<file path="src/rtl/text_console_writer_unit_macros.svh">
`ifndef TEXT_CONSOLE_WRITER_UNIT_MACROS_SVH
`define TEXT_CONSOLE_WRITER_UNIT_MACROS_SVH

// Same-cycle implication, sampled on clk, off while rst_n is low.
`define TCW_ASSERT_IMP(name, pre, post, msg) \
    name: assert property (@(posedge clk) disable iff (!rst_n) (pre) |-> (post)) \
        else $error(msg);

// Next-cycle implication, sampled on clk, off while rst_n is low.
`define TCW_ASSERT_NXT(name, pre, post, msg) \
    name: assert property (@(posedge clk) disable iff (!rst_n) (pre) |=> (post)) \
        else $error(msg);

`endif

</file>
<file path="src/rtl/tcw_pkg.sv">
`default_nettype none

package tcw_pkg;

    localparam int TCW_COLUMNS = 80;
    localparam int TCW_ROWS    = 25;

    localparam logic [1:0] OP_PUT   = 2'd0;
    localparam logic [1:0] OP_CLEAR = 2'd1;
    localparam logic [1:0] OP_READ  = 2'd2;

    localparam logic [7:0] CH_TAB   = 8'h09;
    localparam logic [7:0] CH_LF    = 8'h0A;
    localparam logic [7:0] CH_CR    = 8'h0D;
    localparam logic [7:0] CH_BLANK = 8'h20;

    localparam logic [7:0] DEFAULT_COLOR_RESET = 8'h07;

    localparam logic REG_DEFAULT_COLOR = 1'b0;
    localparam logic REG_MONO_MODE     = 1'b1;

    typedef struct packed {
        logic load;
        logic home;
        logic cr;
        logic lf;
        logic advance;
        logic glyph_char;
        logic glyph_attr;
        logic glyph_next;
        logic ptr_clear;
        logic copy_step;
        logic fill_step;
        logic result_load;
    } tcw_cmd_t;

    typedef struct packed {
        logic [1:0] op;
        logic       is_lf;
        logic       is_cr;
        logic       mono;
        logic       last_col;
        logic       last_row;
        logic       more;
        logic       copy_last;
        logic       fill_last;
        logic       out_free;
    } tcw_status_t;

endpackage

`default_nettype wire

</file>
<file path="src/rtl/tcw_ctrl.sv">
`default_nettype none
`include "text_console_writer_unit_macros.svh"

module tcw_ctrl (
    input  wire logic                 clk,
    input  wire logic                 rst_n,
    input  wire logic                 in_valid,
    output logic                      in_stall,
    input  wire tcw_pkg::tcw_status_t status,
    output tcw_pkg::tcw_cmd_t         cmd
);
    import tcw_pkg::*;

    localparam logic [2:0] S_IDLE     = 3'd0;
    localparam logic [2:0] S_DISPATCH = 3'd1;
    localparam logic [2:0] S_GLYPH    = 3'd2;
    localparam logic [2:0] S_ATTR     = 3'd3;
    localparam logic [2:0] S_COPY     = 3'd4;
    localparam logic [2:0] S_DRAIN    = 3'd5;
    localparam logic [2:0] S_FILL     = 3'd6;
    localparam logic [2:0] S_DONE     = 3'd7;

    logic [2:0] state_reg, state_next;
    logic [2:0] after_glyph;

    // where to go once a glyph has been stored and the cursor moved
    always_comb
    begin
        if (status.last_col && status.last_row)
        begin
            after_glyph = S_COPY;
        end
        else if (status.more)
        begin
            after_glyph = S_GLYPH;
        end
        else
        begin
            after_glyph = S_DONE;
        end
    end

    always_comb
    begin
        cmd        = '0;
        state_next = state_reg;
        case (state_reg)
            S_IDLE:
            begin
                if (in_valid)
                begin
                    cmd.load   = 1'b1;
                    state_next = S_DISPATCH;
                end
            end
            S_DISPATCH:
            begin
                case (status.op)
                    OP_PUT:
                    begin
                        if (status.is_lf)
                        begin
                            if (status.last_row)
                            begin
                                cmd.ptr_clear = 1'b1;
                                state_next    = S_COPY;
                            end
                            else
                            begin
                                cmd.lf     = 1'b1;
                                state_next = S_DONE;
                            end
                        end
                        else if (status.is_cr)
                        begin
                            cmd.cr     = 1'b1;
                            state_next = S_DONE;
                        end
                        else
                        begin
                            state_next = S_GLYPH;
                        end
                    end
                    OP_CLEAR:
                    begin
                        cmd.home      = 1'b1;
                        cmd.ptr_clear = 1'b1;
                        state_next    = S_FILL;
                    end
                    // read data lands in the read register during this cycle
                    OP_READ:  state_next = S_DONE;
                    default:  state_next = S_DONE;
                endcase
            end
            S_GLYPH:
            begin
                cmd.glyph_char = 1'b1;
                if (status.mono)
                begin
                    cmd.advance    = 1'b1;
                    cmd.ptr_clear  = (after_glyph == S_COPY);
                    cmd.glyph_next = (after_glyph == S_GLYPH);
                    state_next     = after_glyph;
                end
                else
                begin
                    state_next = S_ATTR;
                end
            end
            S_ATTR:
            begin
                cmd.glyph_attr = 1'b1;
                cmd.advance    = 1'b1;
                cmd.ptr_clear  = (after_glyph == S_COPY);
                cmd.glyph_next = (after_glyph == S_GLYPH);
                state_next     = after_glyph;
            end
            S_COPY:
            begin
                cmd.copy_step = 1'b1;
                if (status.copy_last)
                begin
                    state_next = S_DRAIN;
                end
            end
            // let the last copy beat reach the store
            S_DRAIN: state_next = S_FILL;
            S_FILL:
            begin
                cmd.fill_step = 1'b1;
                if (status.fill_last)
                begin
                    if (status.more)
                    begin
                        cmd.glyph_next = 1'b1;
                        state_next     = S_GLYPH;
                    end
                    else
                    begin
                        state_next = S_DONE;
                    end
                end
            end
            S_DONE:
            begin
                if (status.out_free)
                begin
                    cmd.result_load = 1'b1;
                    state_next      = S_IDLE;
                end
            end
            default: state_next = S_IDLE;
        endcase
    end

    always_ff @(posedge clk or negedge rst_n)
    begin
        if (!rst_n)
        begin
            state_reg <= S_IDLE;
        end
        else
        begin
            state_reg <= state_next;
        end
    end

    assign in_stall = (state_reg != S_IDLE);

    `TCW_ASSERT_NXT(a_accept_dispatch, cmd.load, state_reg == S_DISPATCH,
        "accepted item not decoded next cycle")
    `TCW_ASSERT_NXT(a_copy_drain, state_reg == S_COPY && status.copy_last,
        state_reg == S_DRAIN, "scroll copy did not drain")
    `TCW_ASSERT_NXT(a_fill_done, state_reg == S_FILL && status.fill_last && !status.more,
        state_reg == S_DONE, "fill sweep did not finish the item")

endmodule

`default_nettype wire

</file>
<file path="config.mk">
export PLATFORM = sky130hd
export DESIGN_NAME = tcw_ctrl
export DESIGN_NICKNAME = d
export VERILOG_FILES = /design/src/rtl/tcw_pkg.sv /design/src/rtl/tcw_ctrl.sv
export VERILOG_INCLUDE_DIRS = /design/src /design/src/rtl
export SDC_FILE = /design/constraint.sdc
export NUM_CORES = 1
export LEC_CHECK = 0
export BUFFER_PORTS_ARGS = -buffer_cell sky130_fd_sc_hd__buf_2
export CELL_PAD_IN_SITES_DETAIL_PLACEMENT = 0
export CELL_PAD_IN_SITES_GLOBAL_PLACEMENT = 1
export CORE_MARGIN = 10
export CORE_UTILIZATION = 27
export CTS_BUF_LIST = sky130_fd_sc_hd__clkbuf_4
export CTS_CLUSTER_SIZE = 20
export DETAILED_ROUTE_END_ITERATION = 6
export PLACE_DENSITY_LB_ADDON = 0.1
export RECOVER_POWER = 100
export REMOVE_ABC_BUFFERS = 1
export SLEW_MARGIN = 20
export SYNTH_ARGS = -nofsm -noshare
export SYNTH_HDL_FRONTEND = slang
export SYNTH_SLANG_ARGS = --single-unit
</file>
<file path="constraint.sdc">
create_clock -name clk -period 1.7 [get_ports clk]
set_input_delay 0.085 -clock clk [delete_from_list [all_inputs] [get_ports clk]]
set_output_delay 0.085 -clock clk [all_outputs]
set_load 0.03 [all_outputs]
</file>
Yosys cells after proc, flatten, opt, wreduce, memory -nomap -nowiden --
Cells that the tools add are included. W data, S select, Z words.
Storage, ports and cells: register bits after elaboration 3, memory bits (writable) 0, latch bits 0, memory bits (read-only) 0, output and inout bits 13, logic and storage cells 57, input port bits 14, memories kept 0
Cells by class: reductions and logical operators 5, $lt $le $gt $ge 0, multiply operators 0, muxes and demuxes 37, equality and inequality tests 14, bitwise gates (word level) 0, add/sub/neg operators 0, div/mod/pow operators 0, shift operators 0
Operators by type and width (number):
- $mux W3 | 10
- $pmux W3 S8 | 1
- $mux W1 | 18
- $eq A3 B3 Y1 const B | 5
- $eq A3 B2 Y1 const B | 3
- $ne A2 B2 Y1 const B | 4
- $mux W2 | 3
- $pmux W1 S3 | 2
- $pmux W3 S2 | 1
- $pmux W1 S2 | 2
- $reduce_and A4 Y1 | 1
- $eq A3 B1 Y1 const B | 1
- $logic_not A3 Y1 | 1
- $reduce_bool A3 Y1 | 1
- $eq A2 B1 Y1 const B | 1
- $logic_not A2 Y1 | 1
- $logic_and A1 B1 Y1 | 1

Depth between registers and ports, before layout --
Gate-level depths: netlist of run 1.
depth after elaboration 5, depth in mapped cells 6, gate-level depth less buffers 5

Worst setup path after synthesis of run 1 --
OpenSTA, ideal clock, no wires.
kind reg-to-output, start point reg state_reg[2], end point out cmd[4] in the netlist's numbering, arrival 1.666 ns, data required time 1.615 ns, setup slack -0.051 ns, buffers on the path 1, cell stages (with the launch flop) 6, path through dfrtp_1 -> buf_6 -> inv_2 -> nor3b_2 -> nand2_1 -> a21boi_1
RTL lines:
- start: declaration | RTL line tcw_ctrl.sv:23 | logic [2:0] state_reg, state_next;
- start signal: assignment | RTL line tcw_ctrl.sv:164 | state_reg <= state_next;
- end: declaration | RTL line tcw_ctrl.sv:10 | output tcw_pkg::tcw_cmd_t cmd

==> flow_metrics.py, run 1 <==
metrics = {
    "run_status": {
        "status": "finished clean",
    },
    "die": {
        "core_area_sq_mm": 0.00147,
        "start_util": 0.281,
        "num_rows": 14,
        "dieArea_sq_mm": 0.00350,
        "io_pins": 27,
        "die_h_microns": 59.2,
        "die_w_microns": 59.2,
    },
    "grt": {
        "grtUsageTotal": 0.0793,
        "antenna_found_initial": 0,
        "grt_overflow_total": 0,
        "grt_pass1_wl_microns": 2270,
        "grt_max_degree": 14,
        "grt_pass1_vias": 539,
    },
    "worst_setup_path": {
        "start_kind": "flop",
        "cp-end-kind": "output pin",
        "reg2reg_depth": 6,
        "critPathRequiredTime_ps": 1620,
        "r2r_slack_ps": 340,
        "rr_endpoint": "state_reg[0]",
        "criticalPathCategory": "flop to output pin",
        "r2r-start": "state_reg[2]",
        "crit_fanout": 7,
        "critPathArrivalTime_ps": 1530,
    },
    "synth": {
        "synth_edf_count": 0,
        "yosysSeqAreaShare": 0.181,
        "ys.flop_type": "dfrtp_1",
        "yosysUniqueCellTypes": 29,
        "synthTopCellsByCount": "nand2_1, nor2_1, a21oi_1",
        "syn-cell-area_sq_um": 414,
        "synthArstFlopShare": 1.00,
        "yosysWarnings": 0,
        "syn_inst": 62,
        "synthTopCellsByArea": "dfrtp_1, nand2_1, nor2_1, a21oi_1, nor3b_2",
        "yosys.area.top_type": "dfrtp_1",
        "yosysTopAreaCellShare": 0.181,
        "syn_area_per_cell_sq_um": 6.68,
        "yosysMostFrequentCell": "nand2_1",
        "ys_seq_elements": 3,
    },
    "power_and_ir_drop": {
        "power.share.sequential": 0.158,
        "power.internal_uw": 488,
        "power.density_mw_per_mm2": 1710,
        "p_leak_uw": 0.000298,
        "swShare": 0.525,
        "switching_power_uw": 540,
        "p_clk_frac": 0.134,
        "pwr-share-comb": 0.709,
        "ir_worst_vdd_mv": 0.760,
    },
    "sta": {
        "max_freq_mhz": 618,
        "report.final.slew_viol_count": 0,
        "setup_violations": 0,
        "rsz0062_at_grt": "no",
        "hold_violations": 0,
        "setup_ws_ps": 81.6,
        "post-route-period-util": 0.952,
        "clock_skew_ps": 3.42,
        "slew_headroom": 0.753,
        "fin_crit_ps": 1620,
        "final.setup.tns_ps": 0,
        "tightest_slew_ps": 373,
    },
    "hold_path": {
        "min_path_type": "input port to async pin",
    },
    "clock_network": {
        "htree_levels": 1,
        "cts_buffers": 3,
        "post-cts-setup-buffer-count": 0,
        "cts_tree": "done",
        "clockBufferDepth": 2,
        "cts.sinks": 3,
        "clkTransAtPathRegs_ps": 40,
        "root_buffer": "clkbuf_4",
        "clock_latency_ps": 230,
    },
    "final_layout": {
        "largest_reg_flops": 3,
        "drive_gt1_frac": 0.333,
        "fin_nets": 108,
        "antenna_cells": 0,
        "areaGrowthSynthToFinish_pct": 45.3,
        "fin_util": 0.409,
        "final_cells": 109,
    },
    "routing": {
        "routedWlPerCell_microns": 12.9,
        "num_vias": 546,
        "drc": 0,
        "drtAntennaViolNets": 0,
        "dr.pass1.iters": 2,
        "wl_microns": 1410,
        "vias_per_cell": 5.01,
        "drt_iter0_drc": 9,
    },
    "placed_design": {
        "routabilityCongestion": 0.758,
        "port_buffers": 26,
        "dp_slack_ps": 245,
        "dp_hpwl_microns": 1150,
        "dp.cells": 104,
    },
    "job": {
        "maxCapViolCount": 0,
    },
}
-- stage by stage --
step	area, sq um	total power [uW]	hold slack (ps)
after global routing	602	1130	198
after floorplan	393	657	-211
final	602	1030	188
after CTS	612	1070	171
after global placement	566	900	-118
after detailed placement	566	901	-118
-- cell families after synthesis --
kind of cell | share of synthesized area
muxes | 0.0242
and+or+nand+nor | 0.396
DFF | 0.181
AOI/OAI and AO/OA | 0.329
buffers and inverters | 0.0695
-- power by group through the flow --
stage / clock network [uW] / logic, uW / registers (uW)
final: 137 / 728 / 162
after global routing: 151 / 811 / 172
after CTS: 145 / 763 / 161
after detailed placement: 0 / 750 / 152
after global placement: 0 / 751 / 149
after floorplan: 0 / 456 / 200
-- placed cells by master (no fill, tap or decap), drive strengths merged --
cell	netlist	final
a21o	3	3
a22o	1	1
mux2i	1	1
o2bb2ai	1	1
nor2b	1	1
inv	2	2
a221o	1	1
nor3	1	1
dfrtp	3	3
nand2	13	13
buf	3	18
nor2	9	9
a32o	1	1
or3	1	1
a21oi	5	5
or2	1	1
o21ai	4	4
dlygate4sd3	0	1
o211a	1	1
nand2b	2	2
a21boi	2	2
nand4	1	1
clkbuf	0	15
and2	1	1
o22ai	1	1
nor3b	3	3
-- critical path, stage by stage (launching register included) --
cell and delay [ps]:
dfrtp_2 430, nor3b_4 170, nor2b_1 140, a22o_1 220, a21o_1 160, buf_2 170
-- how the worst max path moves through the flow --
| stage | start | end | slack (ps) | cells past startpoint |
|---|---|---|---|---|
| after CTS | state_reg[0] | cmd[3] | 4 | 5 |
| after global routing | state_reg[0] | cmd[3] | 2 | 5 |
| final | state_reg[0] | cmd[3] | 80 | 5 |
| after floorplan | state_reg[2] | cmd[4] | -120 | 4 |
| after global placement | state_reg[0] | cmd[3] | 270 | 5 |
| after detailed placement | state_reg[0] | cmd[3] | 250 | 5 |
-- timing repair --
action	in CTS	in global routing
hold buffers	1	0
pin swaps	0	0
endpoints found under the hold margin	3	0
gates resized for setup	1	1
setup endpoints to repair	1	2
-- routing by layer --
metal,global-route usage,vias to the layer above,wire length [microns]
met4,0.00984,0,0
met3,0.0408,0,115
met5,0,-,0
met1,0.0950,246,645
li1,-,279,-
met2,0.126,21,647
-- cell type report --
class                   instances  area (sq um)
flip-flops and latches          3          76.3
fillers                       182           870
clock buffers                   4          30.0
repair buffers                 30           151
well taps                      16          20.0
multi-input cells              54           317
inverters                       2          7.51
No activity file was read; power rests on OpenSTA's default activity.
==> inputs of run 2 (changes only) <==
RECOVER_POWER = 50   (was 100)
==> flow_metrics.py, run 2 (synthesized netlist as in run 1, its figures left out) <==
metrics = {
    "power_and_ir_drop": {
        "p_clk_frac": 0.132,
        "p_leak_uw": 0.000312,
        "power.density_mw_per_mm2": 1710,
        "switching_power_uw": 539,
        "pwr-share-comb": 0.711,
        "power.internal_uw": 501,
        "ir_worst_vdd_mv": 0.764,
        "power.share.sequential": 0.157,
        "swShare": 0.518,
    },
    "final_layout": {
        "final_cell_mix": "buf_2, nand2_1, nor2_1",
        "final_common_cell": "buf_2",
        "drive_gt1_frac": 0.366,
        "fin_nets": 108,
        "areaGrowthSynthToFinish_pct": 46.8,
        "multi_input_area_sq_um": 317,
        "final_cells": 109,
        "largest_reg_flops": 3,
        "antenna_cells": 0,
        "fillers": 180,
        "regArea_sq_um": 76.3,
        "fin_util": 0.413,
    },
    "worst_setup_path": {
        "critPathArrivalTime_ps": 1540,
        "cp-end-kind": "output pin",
        "slowest_stage": "dfrtp_2",
        "path_cells": "nor3b_4, nor2b_1, a22o_1, a21o_1, buf_2",
        "crit_fanout": 7,
        "path_delay_family": "flip-flops",
        "crit_start": "state_reg[0]",
        "critPathRequiredTime_ps": 1620,
        "cp_num_buf_inv": 1,
        "r2r-start": "state_reg[2]",
        "criticalPathCategory": "flop to output pin",
        "slowest_delay_ps": 440,
        "start_kind": "flop",
    },
    "sta": {
        "fin_crit_ps": 1620,
        "rsz0062_at_grt": "no",
        "post-route-period-util": 0.953,
        "clock_skew_ps": 3.40,
        "final.setup.tns_ps": 0,
        "setup_ws_ps": 79.4,
        "hold_violations": 0,
        "report.final.slew_viol_count": 0,
        "max_freq_mhz": 617,
        "tightest_slew_ps": 372,
        "setup_violations": 0,
        "hold_ws_ps": 188,
        "slew_headroom": 0.753,
    },
    "grt": {
        "grt_overflow_total": 0,
        "grtUsageTotal": 0.0793,
        "grt_pass1_wl_microns": 2270,
        "antenna_found_initial": 0,
        "grt_pass1_vias": 539,
        "grt_max_degree": 14,
    },
    "die": {
        "core_area_sq_mm": 0.00147,
        "num_rows": 14,
        "die_w_microns": 59.2,
        "die_h_microns": 59.2,
        "start_util": 0.281,
        "dieArea_sq_mm": 0.00350,
        "io_pins": 27,
    },
    "job": {
        "maxCapViolCount": 0,
    },
    "clock_network": {
        "clkTransAtPathRegs_ps": 40,
        "root_buffer": "clkbuf_4",
        "cts_tree": "done",
        "cts_buffers": 3,
        "htree_levels": 1,
        "cts.sinks": 3,
        "clock_latency_ps": 230,
        "clockBufferDepth": 2,
    },
    "routing": {
        "drc": 0,
        "vias_per_cell": 5.01,
        "routedWlPerCell_microns": 12.9,
        "drt_iter0_drc": 9,
        "drtAntennaViolNets": 0,
        "dr.pass1.iters": 2,
        "wl_microns": 1410,
        "num_vias": 546,
    },
    "placed_design": {
        "dp_hpwl_microns": 1150,
        "routabilityCongestion": 0.758,
        "dp_slack_ps": 245,
        "port_buffers": 26,
        "dp.cells": 104,
    },
    "run_status": {
        "status": "finished clean",
    },
    "hold_path": {
        "min_path_type": "input port to async pin",
    },
}
[run 2: power by group through the flow]
stage               clock network, uW  registers, uW  logic [uW]
floorplan                           0            200         456
finish                            137            163         740
detailed placement                  0            152         750
global route                      151            173         823
global placement                    0            149         751
CTS                               145            161         763
[run 2: stage by stage]
stage	area, sq um	total power, uW
finish	608	1040
global route	608	1150
CTS	612	1070
detailed placement	566	901
global placement	566	900
floorplan	393	657
[run 2: timing repair]
| action | in CTS | in global routing |
|---|---|---|
| endpoints found under the setup margin | 1 | 2 |
| hold endpoints to repair | 3 | 0 |
| pin swaps | 0 | 0 |
| resized for setup | 1 | 1 |
| buffers inserted | 0 | 0 |
| hold buffers | 1 | 0 |
[run 2: path summary, 6_finish.rpt]
check / end / slack [ps] / depth (start not counted)
max in group asynchronous: state_reg[0] / 1350 / 2
max reg2reg: state_reg[0] / 390 / 6
min: state_reg[0] / 190 / 2
min in group clk: state_reg[2] / 200 / 4
min reg2reg: state_reg[1] / 770 / 2
max: cmd[3] / 80 / 5
[run 2: cell type report]
cell class                      instances  area share
Multi-Input combinational cell         54       0.521
Sequential cell                         3       0.126
Tap cell                               16      0.0329
Inverter                                2      0.0123
Clock buffer                            4      0.0494
Timing Repair Buffer                   30       0.259
[run 2: per-layer routing]
| layer | up-vias | GRT usage | part of all wire |
|---|---|---|---|
| met5 | - | 0 | 0 |
| met4 | 0 | 0.00984 | 0 |
| met3 | 0 | 0.0408 | 0.080 |
| met2 | 21 | 0.126 | 0.46 |
| met1 | 246 | 0.0950 | 0.46 |
| li1 | 279 | - | - |
